**src/rtl/format_version_string_parser_top_macros.svh**
```systemverilog
// assertion macros for the version header line parser
// used by format_version_string_parser_top; no other dependencies
`ifndef FORMAT_VERSION_STRING_PARSER_TOP_MACROS_SVH
`define FORMAT_VERSION_STRING_PARSER_TOP_MACROS_SVH

// same-cycle implication, disabled while reset is low
`define FVSP_ASSERT_NOW(lbl, clk, rst_n, ante, cons) \
    lbl: assert property (@(posedge clk) disable iff (!rst_n) (ante) |-> (cons)) \
        else $error("assertion failed");

// next-cycle implication, disabled while reset is low
`define FVSP_ASSERT_NEXT(lbl, clk, rst_n, ante, cons) \
    lbl: assert property (@(posedge clk) disable iff (!rst_n) (ante) |=> (cons)) \
        else $error("assertion failed");

`endif

```
**src/rtl/fvsp_pkg.sv**
```systemverilog
// shared types and constants of the version header line parser
// no dependencies
package fvsp_pkg;

    // parse phases
    localparam logic [1:0] PH_SEEK     = 2'd0;
    localparam logic [1:0] PH_TAG      = 2'd1;
    localparam logic [1:0] PH_PARTS    = 2'd2;
    localparam logic [1:0] PH_TAG_DONE = 2'd3;

    typedef logic [2:0] t_fail;

    // failure codes
    localparam t_fail FAIL_NONE      = 3'd0;
    localparam t_fail FAIL_NO_SPACE  = 3'd1;
    localparam t_fail FAIL_TAG       = 3'd2;
    localparam t_fail FAIL_RANGE     = 3'd3;
    localparam t_fail FAIL_MANY_DOTS = 3'd4;
    localparam t_fail FAIL_BAD_CHAR  = 3'd5;
    localparam t_fail FAIL_COUNT     = 3'd6;

    localparam logic [3:0] TAG_LEN   = 4'd12;
    localparam logic [8:0] PART_MAX  = 9'd255;
    localparam logic [8:0] PART_SAT  = 9'd256;
    localparam logic [1:0] LAST_PART = 2'd3;

    localparam logic [7:0] CH_SPACE = 8'h20;
    localparam logic [7:0] CH_DOT   = 8'h2E;
    localparam logic [7:0] CH_ZERO  = 8'h30;
    localparam logic [7:0] CH_NINE  = 8'h39;

    // tag text "File Format " by position
    function automatic logic [7:0] tag_char(input logic [3:0] pos);
        logic [7:0] ch;
        case (pos)
            4'd0:    ch = 8'h46;
            4'd1:    ch = 8'h69;
            4'd2:    ch = 8'h6C;
            4'd3:    ch = 8'h65;
            4'd4:    ch = 8'h20;
            4'd5:    ch = 8'h46;
            4'd6:    ch = 8'h6F;
            4'd7:    ch = 8'h72;
            4'd8:    ch = 8'h6D;
            4'd9:    ch = 8'h61;
            4'd10:   ch = 8'h74;
            4'd11:   ch = 8'h20;
            default: ch = 8'h00;
        endcase
        return ch;
    endfunction

endpackage

```
**src/rtl/format_version_string_parser_top.sv**
```systemverilog
// version header line parser: checks "<word> File Format a.b.c.d" and packs the parts
// depends on fvsp_pkg and format_version_string_parser_top_macros.svh
//
// usage
//   slave channel: one character per transfer, tdata[7:0] is the byte,
//   tlast marks the final byte of the line.
//   master channel: one result per line, sent after the tlast byte.
//   tuser[0] is ok, tdata[31:0] the packed version (part k in byte k,
//   zero on failure), tdata[34:32] the failure code (zero when ok).
// timing
//   one character is taken every cycle while ready is high; the per-character
//   step (tag compare, multiply by ten with saturation, part packing) sits
//   between the parse state registers and is done in the cycle of the transfer.
//   the result is valid in the cycle after the tlast byte is taken.
// reset
//   synchronous active-low reset returns the parser to seeking the first
//   space and empties the result register.
// stall
//   the result register holds while the receiver is not ready, and no
//   character is taken in that time, i.e. ready is low only while a result
//   waits and the receiver is stalled.
`include "format_version_string_parser_top_macros.svh"

module format_version_string_parser_top
    import fvsp_pkg::*;
(
    input  logic        i_clk,
    input  logic        i_rst_n,
    // slave side
    input  logic        i_s_axis_tvalid,
    output logic        o_s_axis_tready,
    input  logic [7:0]  i_s_axis_tdata,   // [7:0] char_code
    input  logic        i_s_axis_tlast,   // end_of_line
    // master side
    output logic        o_m_axis_tvalid,
    input  logic        i_m_axis_tready,
    output logic [39:0] o_m_axis_tdata,   // [31:0] version_word, [34:32] fail_code, zero pad
    output logic [0:0]  o_m_axis_tuser    // [0] ok
);

    // parse state
    logic [1:0]  r_phase,    n_phase;
    logic [3:0]  r_tag_pos,  n_tag_pos;
    logic [8:0]  r_part_acc, n_part_acc;
    logic [1:0]  r_part_idx, n_part_idx;
    logic [31:0] r_word,     n_word;
    t_fail       r_fail,     n_fail;

    // result register
    logic        r_out_valid;
    logic        r_out_ok;
    logic [31:0] r_out_word;
    t_fail       r_out_code;

    logic        s_in_xfer;
    logic        s_out_xfer;
    logic        s_is_digit;
    logic [11:0] s_times_ten;
    t_fail       s_code;
    logic [31:0] s_final_word;

    assign o_s_axis_tready = !r_out_valid || i_m_axis_tready;
    assign s_in_xfer       = i_s_axis_tvalid && o_s_axis_tready;
    assign s_out_xfer      = r_out_valid && i_m_axis_tready;

    // digit class and accumulate step
    assign s_is_digit  = (i_s_axis_tdata >= CH_ZERO) && (i_s_axis_tdata <= CH_NINE);
    assign s_times_ten = {r_part_acc, 3'b000} + {2'b00, r_part_acc, 1'b0}
                       + {8'h00, i_s_axis_tdata[3:0]};

    // next parse state for one character
    always_comb begin
        n_phase    = r_phase;
        n_tag_pos  = r_tag_pos;
        n_part_acc = r_part_acc;
        n_part_idx = r_part_idx;
        n_word     = r_word;
        n_fail     = r_fail;
        if (r_fail == FAIL_NONE) begin
            unique case (r_phase)
                PH_SEEK: begin
                    if (i_s_axis_tdata == CH_SPACE) begin
                        n_phase   = PH_TAG;
                        n_tag_pos = 4'd0;
                    end
                end
                PH_TAG: begin
                    if (r_tag_pos >= TAG_LEN || i_s_axis_tdata != tag_char(r_tag_pos)) begin
                        n_fail = FAIL_TAG;
                    end else begin
                        n_tag_pos = r_tag_pos + 4'd1;
                        if (r_tag_pos + 4'd1 == TAG_LEN) begin
                            n_phase = PH_TAG_DONE;
                        end
                    end
                end
                default: begin
                    // tag done or gathering parts
                    n_phase = PH_PARTS;
                    if (i_s_axis_tdata == CH_DOT) begin
                        if (r_part_acc > PART_MAX) begin
                            n_fail = FAIL_RANGE;
                        end else if (r_part_idx >= LAST_PART) begin
                            n_fail = FAIL_MANY_DOTS;
                        end else begin
                            case (r_part_idx)
                                2'd0:    n_word[7:0]   = r_part_acc[7:0];
                                2'd1:    n_word[15:8]  = r_part_acc[7:0];
                                default: n_word[23:16] = r_part_acc[7:0];
                            endcase
                            n_part_idx = r_part_idx + 2'd1;
                            n_part_acc = 9'd0;
                        end
                    end else if (s_is_digit) begin
                        n_part_acc = (s_times_ten > {3'b000, PART_SAT}) ? PART_SAT
                                                                        : s_times_ten[8:0];
                    end else begin
                        n_fail = FAIL_BAD_CHAR;
                    end
                end
            endcase
        end
    end

    // judgment of the line after its last character
    always_comb begin
        s_final_word = 32'd0;
        if (n_fail != FAIL_NONE) begin
            s_code = n_fail;
        end else if (n_phase == PH_SEEK) begin
            s_code = FAIL_NO_SPACE;
        end else if (n_phase == PH_TAG || n_phase == PH_TAG_DONE) begin
            s_code = FAIL_TAG;
        end else if (n_part_idx != LAST_PART) begin
            s_code = FAIL_COUNT;
        end else if (n_part_acc > PART_MAX) begin
            s_code = FAIL_RANGE;
        end else begin
            s_code       = FAIL_NONE;
            s_final_word = {n_part_acc[7:0], n_word[23:0]};
        end
    end

    // parse state registers, back to start after each line
    always_ff @(posedge i_clk) begin
        if (!i_rst_n) begin
            r_phase    <= PH_SEEK;
            r_tag_pos  <= 4'd0;
            r_part_acc <= 9'd0;
            r_part_idx <= 2'd0;
            r_word     <= 32'd0;
            r_fail     <= FAIL_NONE;
        end else if (s_in_xfer) begin
            if (i_s_axis_tlast) begin
                r_phase    <= PH_SEEK;
                r_tag_pos  <= 4'd0;
                r_part_acc <= 9'd0;
                r_part_idx <= 2'd0;
                r_word     <= 32'd0;
                r_fail     <= FAIL_NONE;
            end else begin
                r_phase    <= n_phase;
                r_tag_pos  <= n_tag_pos;
                r_part_acc <= n_part_acc;
                r_part_idx <= n_part_idx;
                r_word     <= n_word;
                r_fail     <= n_fail;
            end
        end
    end

    // result register valid flag
    always_ff @(posedge i_clk) begin
        if (!i_rst_n) begin
            r_out_valid <= 1'b0;
        end else if (s_in_xfer && i_s_axis_tlast) begin
            r_out_valid <= 1'b1;
        end else if (s_out_xfer) begin
            r_out_valid <= 1'b0;
        end
    end

    // result register payload
    always_ff @(posedge i_clk) begin
        if (s_in_xfer && i_s_axis_tlast) begin
            r_out_ok   <= (s_code == FAIL_NONE);
            r_out_word <= s_final_word;
            r_out_code <= s_code;
        end
    end

    assign o_m_axis_tvalid = r_out_valid;
    assign o_m_axis_tdata  = {5'b00000, r_out_code, r_out_word};
    assign o_m_axis_tuser  = r_out_ok;

    // checks
    `FVSP_ASSERT_NEXT(a_last_gives_result, i_clk, i_rst_n,
        s_in_xfer && i_s_axis_tlast, o_m_axis_tvalid)
    `FVSP_ASSERT_NEXT(a_state_cleared_after_line, i_clk, i_rst_n,
        s_in_xfer && i_s_axis_tlast,
        r_phase == PH_SEEK && r_fail == FAIL_NONE && r_part_idx == 2'd0 && r_word == 32'd0)
    `FVSP_ASSERT_NEXT(a_failure_freezes_parts, i_clk, i_rst_n,
        s_in_xfer && !i_s_axis_tlast && r_fail != FAIL_NONE,
        $stable(r_part_acc) && $stable(r_part_idx) && $stable(r_fail))
    `FVSP_ASSERT_NOW(a_ok_matches_code, i_clk, i_rst_n,
        o_m_axis_tvalid, r_out_ok == (r_out_code == FAIL_NONE))

endmodule

```
**config.mk**
```make
export PLATFORM = sky130hd
export DESIGN_NAME = format_version_string_parser_top
export DESIGN_NICKNAME = d
export VERILOG_FILES = /design/src/rtl/fvsp_pkg.sv /design/src/rtl/format_version_string_parser_top.sv
export VERILOG_INCLUDE_DIRS = /design/src /design/src/rtl
export SDC_FILE = /design/constraint.sdc
export NUM_CORES = 1
export LEC_CHECK = 0
export BUFFER_PORTS_ARGS = -buffer_cell sky130_fd_sc_hd__buf_2
export CAP_MARGIN = 0
export CELL_PAD_IN_SITES_DETAIL_PLACEMENT = 2
export CELL_PAD_IN_SITES_GLOBAL_PLACEMENT = 2
export CORE_ASPECT_RATIO = 0.7
export CORE_MARGIN = 2
export CORE_UTILIZATION = 37
export CTS_CLUSTER_DIAMETER = 150
export DETAILED_ROUTE_END_ITERATION = 10
export GPL_ROUTABILITY_DRIVEN = 0
export MAX_ROUTING_LAYER = met4
export PLACE_DENSITY_LB_ADDON = 0.1
export SLEW_MARGIN = 20
export SYNTH_ARGS = -nofsm -noshare
export SYNTH_HDL_FRONTEND = slang
export SYNTH_SLANG_ARGS = --single-unit
```
**constraint.sdc**
```tcl
create_clock -name i_clk -period 4.2 [get_ports i_clk]
set_input_delay 0.42 -clock i_clk [delete_from_list [all_inputs] [get_ports i_clk]]
set_output_delay 0.42 -clock i_clk [all_outputs]
set_load 0.01 [all_outputs]
```
[Yosys cells after proc, flatten, opt, wreduce, memory -nomap -nowiden]
Memory sizes are Yosys's and may differ from the RTL's. A register that Yosys moved wholly into a read port is not among the register bits.
Cells that the tools add are included.
Widths: inputs -> output; s select.
Storage, ports and cells
  latch bits: 0
  output and inout port bits: 43
  memories: 1
  memory bits (read-only): 112
  flip-flop bits (word level): 81
  memory bits (writable): 0
Operators by class
  multiplexer cells: 53
  equal/unequal tests: 11
  order comparisons: 7
  multipliers: 0
  bitwise operators: 0
  div/mod/pow operators: 0
  $add $sub $neg: 4
  shift operators: 0
  reduce and logical (&&, ||, !) cells: 21
Memory list
  (name not given): words 16, width 7, rd ports 1, clocked after Yosys merged registers in 1, wr ports 0, line fvsp_pkg.sv:35  | case (pos)
Operators with widths (number)
  $mux 24: 6
  $mux 9: 8
  $mux 8: 5
  $mux 3: 11
  $mux 2: 12
  $mux 4: 6
  $gt 9x8->1 const B: 2
  $eq 8x6->1 const B: 2
  $add 12x10->12: 1
  $add 12x4->12: 1
  $gt 12x9->1 const B: 1
  $ge 8x6->1 const B: 1
  $le 8x6->1 const B: 1
  $ne 8x8->1: 1
  $pmux 4 s2: 1
  $eq 2x1->1 const B: 3
  $logic_not 2->1: 3
  $logic_not 3->1: 2
  $ne 3x3->1 const B: 2
  $pmux 3 s2: 1
  $reduce_bool 3->1: 2
  $reduce_and 5->1: 1
  $reduce_or 5->1: 1
  $add 4x1->4 const B: 1
  other kinds (13): 21

[Logic depth before layout (Yosys ltp)]
Gate-level depths: netlist (run 1).
  word-level depth: 15
  mapped depth: 12
  depth with buffers taken out: 11

[Least setup slack after synthesis (run 1)]
No wires, ideal clock.
  kind: input to register
  start point: input port i_s_axis_tdata[3]
  end point: register r_out_code[1], data pin
  arrival: 3009 ps
  path slack: 926 ps
  setup time: 265 ps
  data required time: 3935 ps
  stages on the path: 11
  path through: inv_1 -> fa_1 -> inv_1 -> ha_1 -> a211o_1 -> and2_1 -> o21ai_1 -> mux2i_1 -> nor4_4 -> nor3_1 -> or3_1
Between the ends
  word-level cells in the longest chain between the ends: 13
  elaborated cells between the ends (all ways): 38
  those cells by class: add/sub: 1; order compare: 4; eq/ne: 6; mux: 22; reduce/logical: 5
Ends and longest elaborated chain
  from (decl): line format_version_string_parser_top.sv:32  | input logic [7:0] i_s_axis_tdata,
  $add 12x4->12: line format_version_string_parser_top.sv:69  | + {8'h00, i_s_axis_tdata[3:0]};
  $gt 12x9->1: line format_version_string_parser_top.sv:115  | n_part_acc = (s_times_ten > {3'b000, PART_SAT}) ? PART_SAT
  $mux 9: line format_version_string_parser_top.sv:115
  $mux 9: line format_version_string_parser_top.sv:114  | end else if (s_is_digit) begin
  $mux 9: line format_version_string_parser_top.sv:100  | if (i_s_axis_tdata == CH_DOT) begin
  $mux 9: line format_version_string_parser_top.sv:80  | unique case (r_phase)
  $mux 9: line format_version_string_parser_top.sv:79  | if (r_fail == FAIL_NONE) begin
  $gt 9x8->1: line format_version_string_parser_top.sv:136  | end else if (n_part_acc > PART_MAX) begin
  $mux 2: line format_version_string_parser_top.sv:136
  $mux 3: line format_version_string_parser_top.sv:134  | end else if (n_part_idx != LAST_PART) begin
  $mux 3: line format_version_string_parser_top.sv:132  | end else if (n_phase == PH_TAG || n_phase == PH_TAG_DONE) begin
  $mux 3: line format_version_string_parser_top.sv:130  | end else if (n_phase == PH_SEEK) begin
  $mux 3 *: line format_version_string_parser_top.sv:128  | if (n_fail != FAIL_NONE) begin
  named net s_code[1]: line format_version_string_parser_top.sv:59  | t_fail s_code;
  to (signal assigned): line format_version_string_parser_top.sv:188  | r_out_code <= s_code;
  to (decl): line format_version_string_parser_top.sv:53  | t_fail r_out_code;
Mark *: on every way through the listed nets, which the timed path passes. The rest lies on a longest branch.
A chain may end at the register's enable or synchronous reset.

[Worst setup path after layout (run 1)]
  start point: register r_part_acc[2]
  end point: register r_out_word[18], data pin
Between the ends
  word-level cells in the longest chain between the ends: 10
  elaborated cells between the ends (all ways): 29
  those cells by class: add/sub: 2; order compare: 3; eq/ne: 1; mux: 21; reduce/logical: 2
Ends and longest elaborated chain
  from (decl): line format_version_string_parser_top.sv:44  | logic [8:0] r_part_acc, n_part_acc;
  from (signal assigned): line format_version_string_parser_top.sv:164  | r_part_acc <= n_part_acc;
  $add 12x10->12: line format_version_string_parser_top.sv:68  | assign s_times_ten = {r_part_acc, 3'b000} + {2'b00, r_part_acc, 1'b0}
  $add 12x4->12: line format_version_string_parser_top.sv:69
  $gt 12x9->1: line format_version_string_parser_top.sv:115
  $mux 9: line format_version_string_parser_top.sv:115
  $mux 9: line format_version_string_parser_top.sv:114
  $mux 9: line format_version_string_parser_top.sv:100
  $mux 9: line format_version_string_parser_top.sv:80
  $mux 9: line format_version_string_parser_top.sv:79
  $gt 9x8->1: line format_version_string_parser_top.sv:136
  $reduce_or 5->1 (no line)
  to (signal assigned): line format_version_string_parser_top.sv:187  | r_out_word <= s_final_word;
  to (decl): line format_version_string_parser_top.sv:52  | logic [31:0] r_out_word;
Parallel ways exist; a longest one is shown, timed or not.

==> flow_summary.yaml, run 1 <==
run_status:
  status: "complete, no violations"
power_and_ir_drop:
  irDropWorstVdd_uv: 189
  clkPwrFrac: 0.453
  power_mw: 1.83
  internal_power_mw: 1.40
  pwr-share-comb: 0.051
  p_leak_nw: 2.19
  switching_share: 0.236
  power_density_nw_per_um2: 331
  switchingPower_uw: 432
  power.share.sequential: 0.496
critical_path:
  cp-end-kind: "flip-flop"
  start_kind: "flip-flop"
  cpMostUsedCell: "inv_1"
  path_cells: "inv_1 -> fa_1 -> inv_1 -> ha_1 -> a211o_1 -> and2_1 -> o21ai_1 -> mux2i_1 -> nor4_4 -> o211ai_1 -> buf_4 -> nor2_1"
  crit_type: "reg -> reg"
  path_buf_inv: 3
  required_ns: 4.37
  cp.arrival_ns: 3.85
  critPathSlowestCell: "nor4_4"
  slowest_delay_ns: 0.51
  path_delay_family: "simple AND/OR/NAND/NOR gates"
  critPathMaxFanout: 17
timing:
  hold-worst-slack_ns: 0.410
  period_share: 0.877
  finalCriticalPeriod_ns: 3.68
  slew-limit-headroom: 0.468
  slew_viol_final: 0
  hold_viol_final: 0
  setup_violations: 0
  skew_ns: 0.00889
  grt_setup_unrepaired: "false"
  tightest_slew_ns: 0.790
  max_freq_ghz: 0.272
  finalSetupTns_ns: 0
  setup_ws_ns: 0.517
logic_synthesis:
  netlist_top_cells_count: "nor2_1, dfxtp_1, edfxtp_1, a22oi_1"
  ys_types: 65
  avgSynthCellArea_um2: 9.57
  synth_edf_count: 36
  ys_ff_latch: 88
  synth_most_common_cell: "nor2_1"
  yosysTopAreaCell: "edfxtp_1"
  synth_ff_type: "dfxtp_1"
  postSynth.asyncResetShare: 0
  synth_area_leaders: "edfxtp_1, dfxtp_1, ha_1, nor2_1, a22oi_1"
  yosysTopAreaCellShare: 0.226
  synth_area_um2: 4780
  yosysWarningCount: 0
  postSynthCellCount: 499
  ys_seq_area_frac: 0.444
clock_network:
  clock_latency_ns: 0.34
  cts_tree: "yes"
  cts_buffer_depth: 2
  cts_buffers: 9
  cts_sinks: 88
  htree_levels: 3
  cts-root-buf: "clkbuf_16"
  ctsHoldBuffers: 0
  path_clk_slew_ns: 0.07
  cts-resized-gates: 0
  postCtsSetupBuffers: 0
die:
  io_pins: 56
  rows: 34
  die_area_um2: 13800
  fp.dieW_um: 140
  start_util: 0.382
  fp.dieH_um: 99.1
  core_area_um2: 12500
final_layout:
  drive_above_1_share: 0.161
  antenna_cells: 0
  nets: 593
  fill_cells: 1400
  design_area_um2: 5520
  fin_util: 0.442
  stdcell_count: 720
  area_delta_synth_final_pct: 15.6
global_route:
  gr-total-overflow: 0
  grt_max_degree: 37
  track_usage: 0.242
  grt_pass1_wl_mm: 25.4
  grt_pass1_vias: 4320
  antenna_found_initial: 0
route:
  route.detailed.drc: 0
  ant_nets: 0
  totalWireLength_mm: 15.6
  first_iter_violations: 261
  detail_route.vias_per_cell: 5.65
  drt-pass1-iter-count: 4
  wl_per_cell_um: 21.7
  via_count: 4067
placed_design:
  pre_cts_slack_ns: 0.265
  numPlacedInstances: 704
  port-buffer-count: 50
  place_hpwl_mm: 11.7
  placed_area_um2: 5220
worst_hold_path:
  hold_class: "in -> reg"
flow_run:
  cap_violations: 0
## worst paths after layout
check	depth (start not counted)	slack (ns)	end	from
max	12	0.52	r_out_word[18]	r_part_acc[2]
min	3	0.41	o_m_axis_tvalid	i_s_axis_tvalid
max reg2reg	12	0.52	r_out_word[18]	r_part_acc[2]
min reg2reg	2	0.53	r_word[11]	r_word[11]
## flip-flops by register name (all words and copies together), names as in the netlist, named ones only
register,count
r_out_word,32
o_m_axis_tvalid,1
r_fail,3
r_out_code,3
r_word,24
r_part_acc,9
r_phase,2
r_part_idx,2
o_m_axis_tuser,1
r_tag_pos,4
## layer usage
layer | wire (um) | track usage | vias up
met3 | 412 | 0.0379 | 11
li1 | - | - | 1932
met2 | 7050 | 0.379 | 72
met5 | 0 | - | -
met1 | 8040 | 0.337 | 2052
met4 | 128 | 0.0423 | 0
## layout by cell type (no fill, tap or decap), types with 3 or more instances in the layout
cell and instances:
a211o_1 3, a211oi_1 4, a21o_1 4, a21oi_1 29
a22o_1 8, a22oi_1 31, a31oi_1 3, and2_1 7
and3_1 4, buf_2 50, buf_4 14, clkbuf_16 9
conb_1 5, dfxtp_1 52, edfxtp_1 36, ha_1 25
inv_1 18, mux2i_1 17, nand2_1 29, nand3_1 14
nand3b_1 6, nand4_1 8, nor2_1 75, nor2b_1 8
nor3_1 7, nor3b_1 4, nor4_1 5, o211ai_1 5
o21a_1 4, o21ai_0 5, o21ai_1 7, or3_1 3
xnor2_1 8, xor2_1 4
## power groups by stage
stage	clock (mW)	sequential, mW	combinational [mW]
after floorplan	0	0.936	0.0418
after global placement	0	0.925	0.0911
after detailed placement	0	0.927	0.0936
after CTS	0.841	0.907	0.0944
after global routing	0.874	0.908	0.102
final	0.829	0.907	0.0933
## cells by family after synthesis
kind of cell | after synthesis | synth area share
AND/OR/NAND/NOR | 186 | 0.200
AO/OA/AOI/OAI | 123 | 0.180
flip-flops | 88 | 0.444
buffers and inverters | 45 | 0.0427
adder cells (fa/ha/maj) | 27 | 0.0739
multiplexers | 17 | 0.0356
XOR/XNOR | 12 | 0.0220
other | 1 | 0.000785
## area by class of cell
type                    instances  area [um^2]  area share
multi-input cells             370         2460       0.446
clock buffers                   9          225      0.0408
repair buffers                 64          355      0.0643
flip-flops and latches         88         2120       0.384
inverters                      20         75.1      0.0136
well taps                     162          203      0.0367
clock inverters                 7         77.6      0.0140
## worst min-delay path, cell delays in order
cell and delay, ns:
buf_2 0.15, nand2_1 0.08, a21oi_1 0.06
Note: power is estimated with default switching activity, not from simulation.
==> inputs of run 2 (changes only) <==
RECOVER_POWER = 25   (was default)
==> flow_summary.yaml, run 2 (synthesis results as in run 1) <==
route:
  totalWireLength_mm: 15.7
  drt-pass1-iter-count: 4
  route.detailed.drc: 0
  detail_route.vias_per_cell: 5.68
  via_count: 4087
  first_iter_violations: 225
  ant_nets: 0
  wl_per_cell_um: 21.8
power_and_ir_drop:
  power_density_nw_per_um2: 333
  power_mw: 1.82
  irDropWorstVdd_uv: 188
  p_leak_nw: 2.10
die:
  io_pins: 56
  fp.dieW_um: 140
  rows: 34
  core_area_um2: 12500
  start_util: 0.382
  fp.dieH_um: 99.1
  die_area_um2: 13800
timing:
  finalCriticalPeriod_ns: 3.67
  finalSetupTns_ns: 0
  setup_violations: 0
  tightest_slew_ns: 0.785
  skew_ns: 0.00867
  hold-worst-slack_ns: 0.413
  max_freq_ghz: 0.273
  hold_viol_final: 0
  grt_setup_unrepaired: "false"
  slew-limit-headroom: 0.471
  period_share: 0.873
  slew_viol_final: 0
clock_network:
  cts-resized-gates: 0
  cts_sinks: 88
  cts_tree: "yes"
  cts-root-buf: "clkbuf_16"
  htree_levels: 3
  path_clk_slew_ns: 0.07
  clock_latency_ns: 0.34
  cts_buffer_depth: 2
  cts_buffers: 9
  ctsHoldBuffers: 0
  postCtsSetupBuffers: 0
run_status:
  status: "complete, no violations"
final_layout:
  stdcell_count: 720
  final_cell_mix: "nor2_1, dfxtp_1, clkbuf_1, edfxtp_1, a22oi_1"
  regMostFlops: "r_out_word"
  fin_util: 0.437
  area_delta_synth_final_pct: 14.5
  drive_above_1_share: 0.0914
  largest_reg_flops: 32
  reg_top3: "r_out_word (32), r_word (24), r_part_acc (9)"
  final_common_cell: "nor2_1"
  antenna_cells: 0
  nets: 593
critical_path:
  regToRegStartpoint: "r_part_acc[2]"
  cp.arrival_ns: 3.84
  crit_type: "reg -> reg"
  required_ns: 4.37
  cp-startpoint: "r_part_acc[2]"
  regToRegSetupSlack_ns: 0.53
  start_kind: "flip-flop"
  cp-end-kind: "flip-flop"
  critPathMaxFanout: 17
placed_design:
  place_hpwl_mm: 11.7
  port-buffer-count: 50
  numPlacedInstances: 704
global_route:
  track_usage: 0.242
  grt_pass1_vias: 4320
  gr-total-overflow: 0
  grt_pass1_wl_mm: 25.4
  antenna_found_initial: 0
  grt_max_degree: 37
worst_hold_path:
  hp-start: "i_s_axis_tvalid"
  hold_class: "in -> reg"
flow_run:
  cap_violations: 0
run 2: worst paths after layout:
| kind | to | cells after the start |
|---|---|---|
| hold / removal | o_m_axis_tvalid | 3 |
| hold reg to reg | r_word[11] | 2 |
| setup reg to reg | r_out_word[18] | 12 |
| setup / recovery | r_out_word[18] | 12 |
run 2: power by group:
group          total, mW  switching [mW]  internal, mW  leakage, nW
sequential         0.908         0.00490         0.903        0.735
clock              0.826           0.357         0.469        0.152
combinational     0.0889          0.0674        0.0215         1.21
total               1.82           0.430          1.39         2.10
run 2: through the flow:
step / area [um^2] / worst slack, ns
after floorplan: 4790 / 0.926
after global placement: 5220 / 0.551
after detailed placement: 5220 / 0.265
after CTS: 5520 / 0.469
after global routing: 5470 / 0.297
final: 5470 / 0.533
run 2: layout make-up:
cell class,count,area (um^2)
multi-input cells,370,2460
repair buffers,64,308
inverters,20,75.1
clock inverters,7,77.6
clock buffers,9,225
flip-flops and latches,88,2120
fillers,1421,7040
well taps,162,203
run 2: per-layer routing:
metal / global-route usage / wire length, um / up-vias / part of all wire
met5: - / 0 / - / 0
met4: 0.0423 / 80 / 0 / 0.0051
met3: 0.0379 / 577 / 7 / 0.037
met2: 0.379 / 7140 / 79 / 0.46
met1: 0.337 / 7860 / 2064 / 0.50
li1: - / - / 1937 / -
run 2: critical path, cell delays in order (launching register included):
cell and delay, ns:
dfxtp_1 0.34, inv_1 0.11, fa_1 0.49, inv_1 0.07, ha_1 0.31, a211o_1 0.31, and2_1 0.19, o21ai_1 0.31
mux2i_1 0.21, nor4_4 0.51, o211ai_1 0.21, buf_4 0.23, nor2_1 0.20
==> inputs of run 3 (changes only) <==
CORE_UTILIZATION = 33   (was 37)
==> flow_summary.yaml, run 3 (synthesis results as in run 1) <==
critical_path:
  required_ns: 4.38
  path_buf_inv: 3
  path_delay_family: "adder cells"
  critPathMaxFanout: 30
  slowest_delay_ns: 0.52
  crit_type: "reg -> reg"
  critPathSlowestCell: "fa_1"
  cp.arrival_ns: 3.78
  path_cells: "inv_1 -> fa_1 -> inv_1 -> fa_1 -> a21o_1 -> nand3_1 -> nand4b_1 -> a31o_1 -> nor4_4 -> o211ai_1 -> buf_4 -> a21oi_1"
  cp-end-kind: "flip-flop"
  start_kind: "flip-flop"
timing:
  max_freq_ghz: 0.277
  skew_ns: 0.00830
  period_share: 0.858
  grt_setup_unrepaired: "false"
  slew-limit-headroom: 0.536
  hold_viol_final: 0
  tightest_slew_ns: 0.691
  setup_violations: 0
  slew_viol_final: 0
  finalSetupTns_ns: 0
  finalCriticalPeriod_ns: 3.60
die:
  start_util: 0.341
  fp.dieH_um: 105
  core_area_um2: 14000
  io_pins: 56
  die_area_um2: 15500
  rows: 36
  fp.dieW_um: 148
run_status:
  status: "complete, no violations"
global_route:
  grt_pass1_wl_mm: 25.3
  antenna_found_initial: 0
  gr-total-overflow: 0
  grt_pass1_vias: 4354
  track_usage: 0.220
  grt_max_degree: 36
clock_network:
  htree_levels: 3
  cts-root-buf: "clkbuf_16"
  postCtsSetupBuffers: 0
  ctsHoldBuffers: 0
  cts_buffer_depth: 2
  cts_buffers: 9
  cts_tree: "yes"
  cts_sinks: 88
  path_clk_slew_ns: 0.07
  cts-resized-gates: 0
  clock_latency_ns: 0.35
final_layout:
  antenna_cells: 0
  area_delta_synth_final_pct: 15.4
  largest_reg_flops: 32
  seqCellArea_um2: 2120
  drive_above_1_share: 0.0916
  regMostFlops: "r_out_word"
  fill_cells: 1549
  final_cell_mix: "nor2_1, dfxtp_1, clkbuf_1, edfxtp_1, a22oi_1"
  multi_input_area_um2: 2460
  nets: 592
  reg_top3: "r_out_word (32), r_word (24), r_part_acc (9)"
  stdcell_count: 747
  final_common_cell: "nor2_1"
flow_run:
  cap_violations: 0
power_and_ir_drop:
  power_density_nw_per_um2: 336
  p_leak_nw: 2.09
  irDropWorstVdd_uv: 177
placed_design:
  port-buffer-count: 50
  place_hpwl_mm: 11.8
  numPlacedInstances: 731
route:
  totalWireLength_mm: 15.9
  via_count: 4070
  first_iter_violations: 183
  wl_per_cell_um: 21.3
  ant_nets: 0
  route.detailed.drc: 0
  detail_route.vias_per_cell: 5.45
  drt-pass1-iter-count: 4
worst_hold_path:
  hold_class: "in -> reg"
[run 3: cell types whose count changed in the layout (fill, tap and decap cells not counted), sizes merged]
cell,delta
inv,+1
clkinv,-3
clkinvlp,+2
buf,-1
[run 3: cell type report]
type / instances / area share
multi-input cells: 370 / 0.447
flip-flops and latches: 88 / 0.385
repair buffers: 63 / 0.0545
well taps: 190 / 0.0431
clock buffers: 9 / 0.0409
clock inverters: 7 / 0.0154
inverters: 20 / 0.0136
[run 3: worst paths after layout]
| check | from | to | slack [ns] | cells past startpoint |
|---|---|---|---|---|
| setup / recovery | r_part_acc[0] | r_out_word[12] | 0.60 | 12 |
| hold / removal | i_s_axis_tvalid | o_m_axis_tvalid | 0.38 | 3 |
| setup reg to reg | r_part_acc[0] | r_out_word[12] | 0.60 | 12 |
| hold reg to reg | r_word[15] | r_word[15] | 0.53 | 2 |
[run 3: worst register-to-register path, stage by stage, from the launching register on]
cell	delay [ns]
dfxtp_1	0.34
inv_1	0.11
fa_1	0.52
inv_1	0.07
fa_1	0.47
a21o_1	0.21
nand3_1	0.17
nand4b_1	0.12
a31o_1	0.30
nor4_4	0.50
o211ai_1	0.16
buf_4	0.26
a21oi_1	0.22
[run 3: through the flow]
stage	total power [mW]	hold WS (ns)	instance area, um^2	utilization	worst slack (ns)
floorplan	0.977	0.479	4790	-	0.926
global placement	1.02	0.492	5250	0.375	0.543
detailed placement	1.02	0.511	5250	0.375	0.346
CTS	1.87	0.378	5560	0.397	0.567
global route	1.91	0.390	5510	0.393	0.340
finish	1.85	0.380	5510	0.393	0.595
[run 3: layer usage]
metal  track usage  up-vias  part of all wire  wire, um
li1              -     1936                 -         -
met1         0.306     2060              0.50      7870
met2         0.340       67              0.46      7330
met3        0.0397        7             0.037       593
met4        0.0385        0            0.0055        87
met5             -        -                 0         0
[run 3: where the power goes]
part           switching (mW)  leakage [nW]  internal (mW)
Clock                   0.378         0.146          0.474
Sequential            0.00521         0.735          0.902
Combinational          0.0681          1.21         0.0216
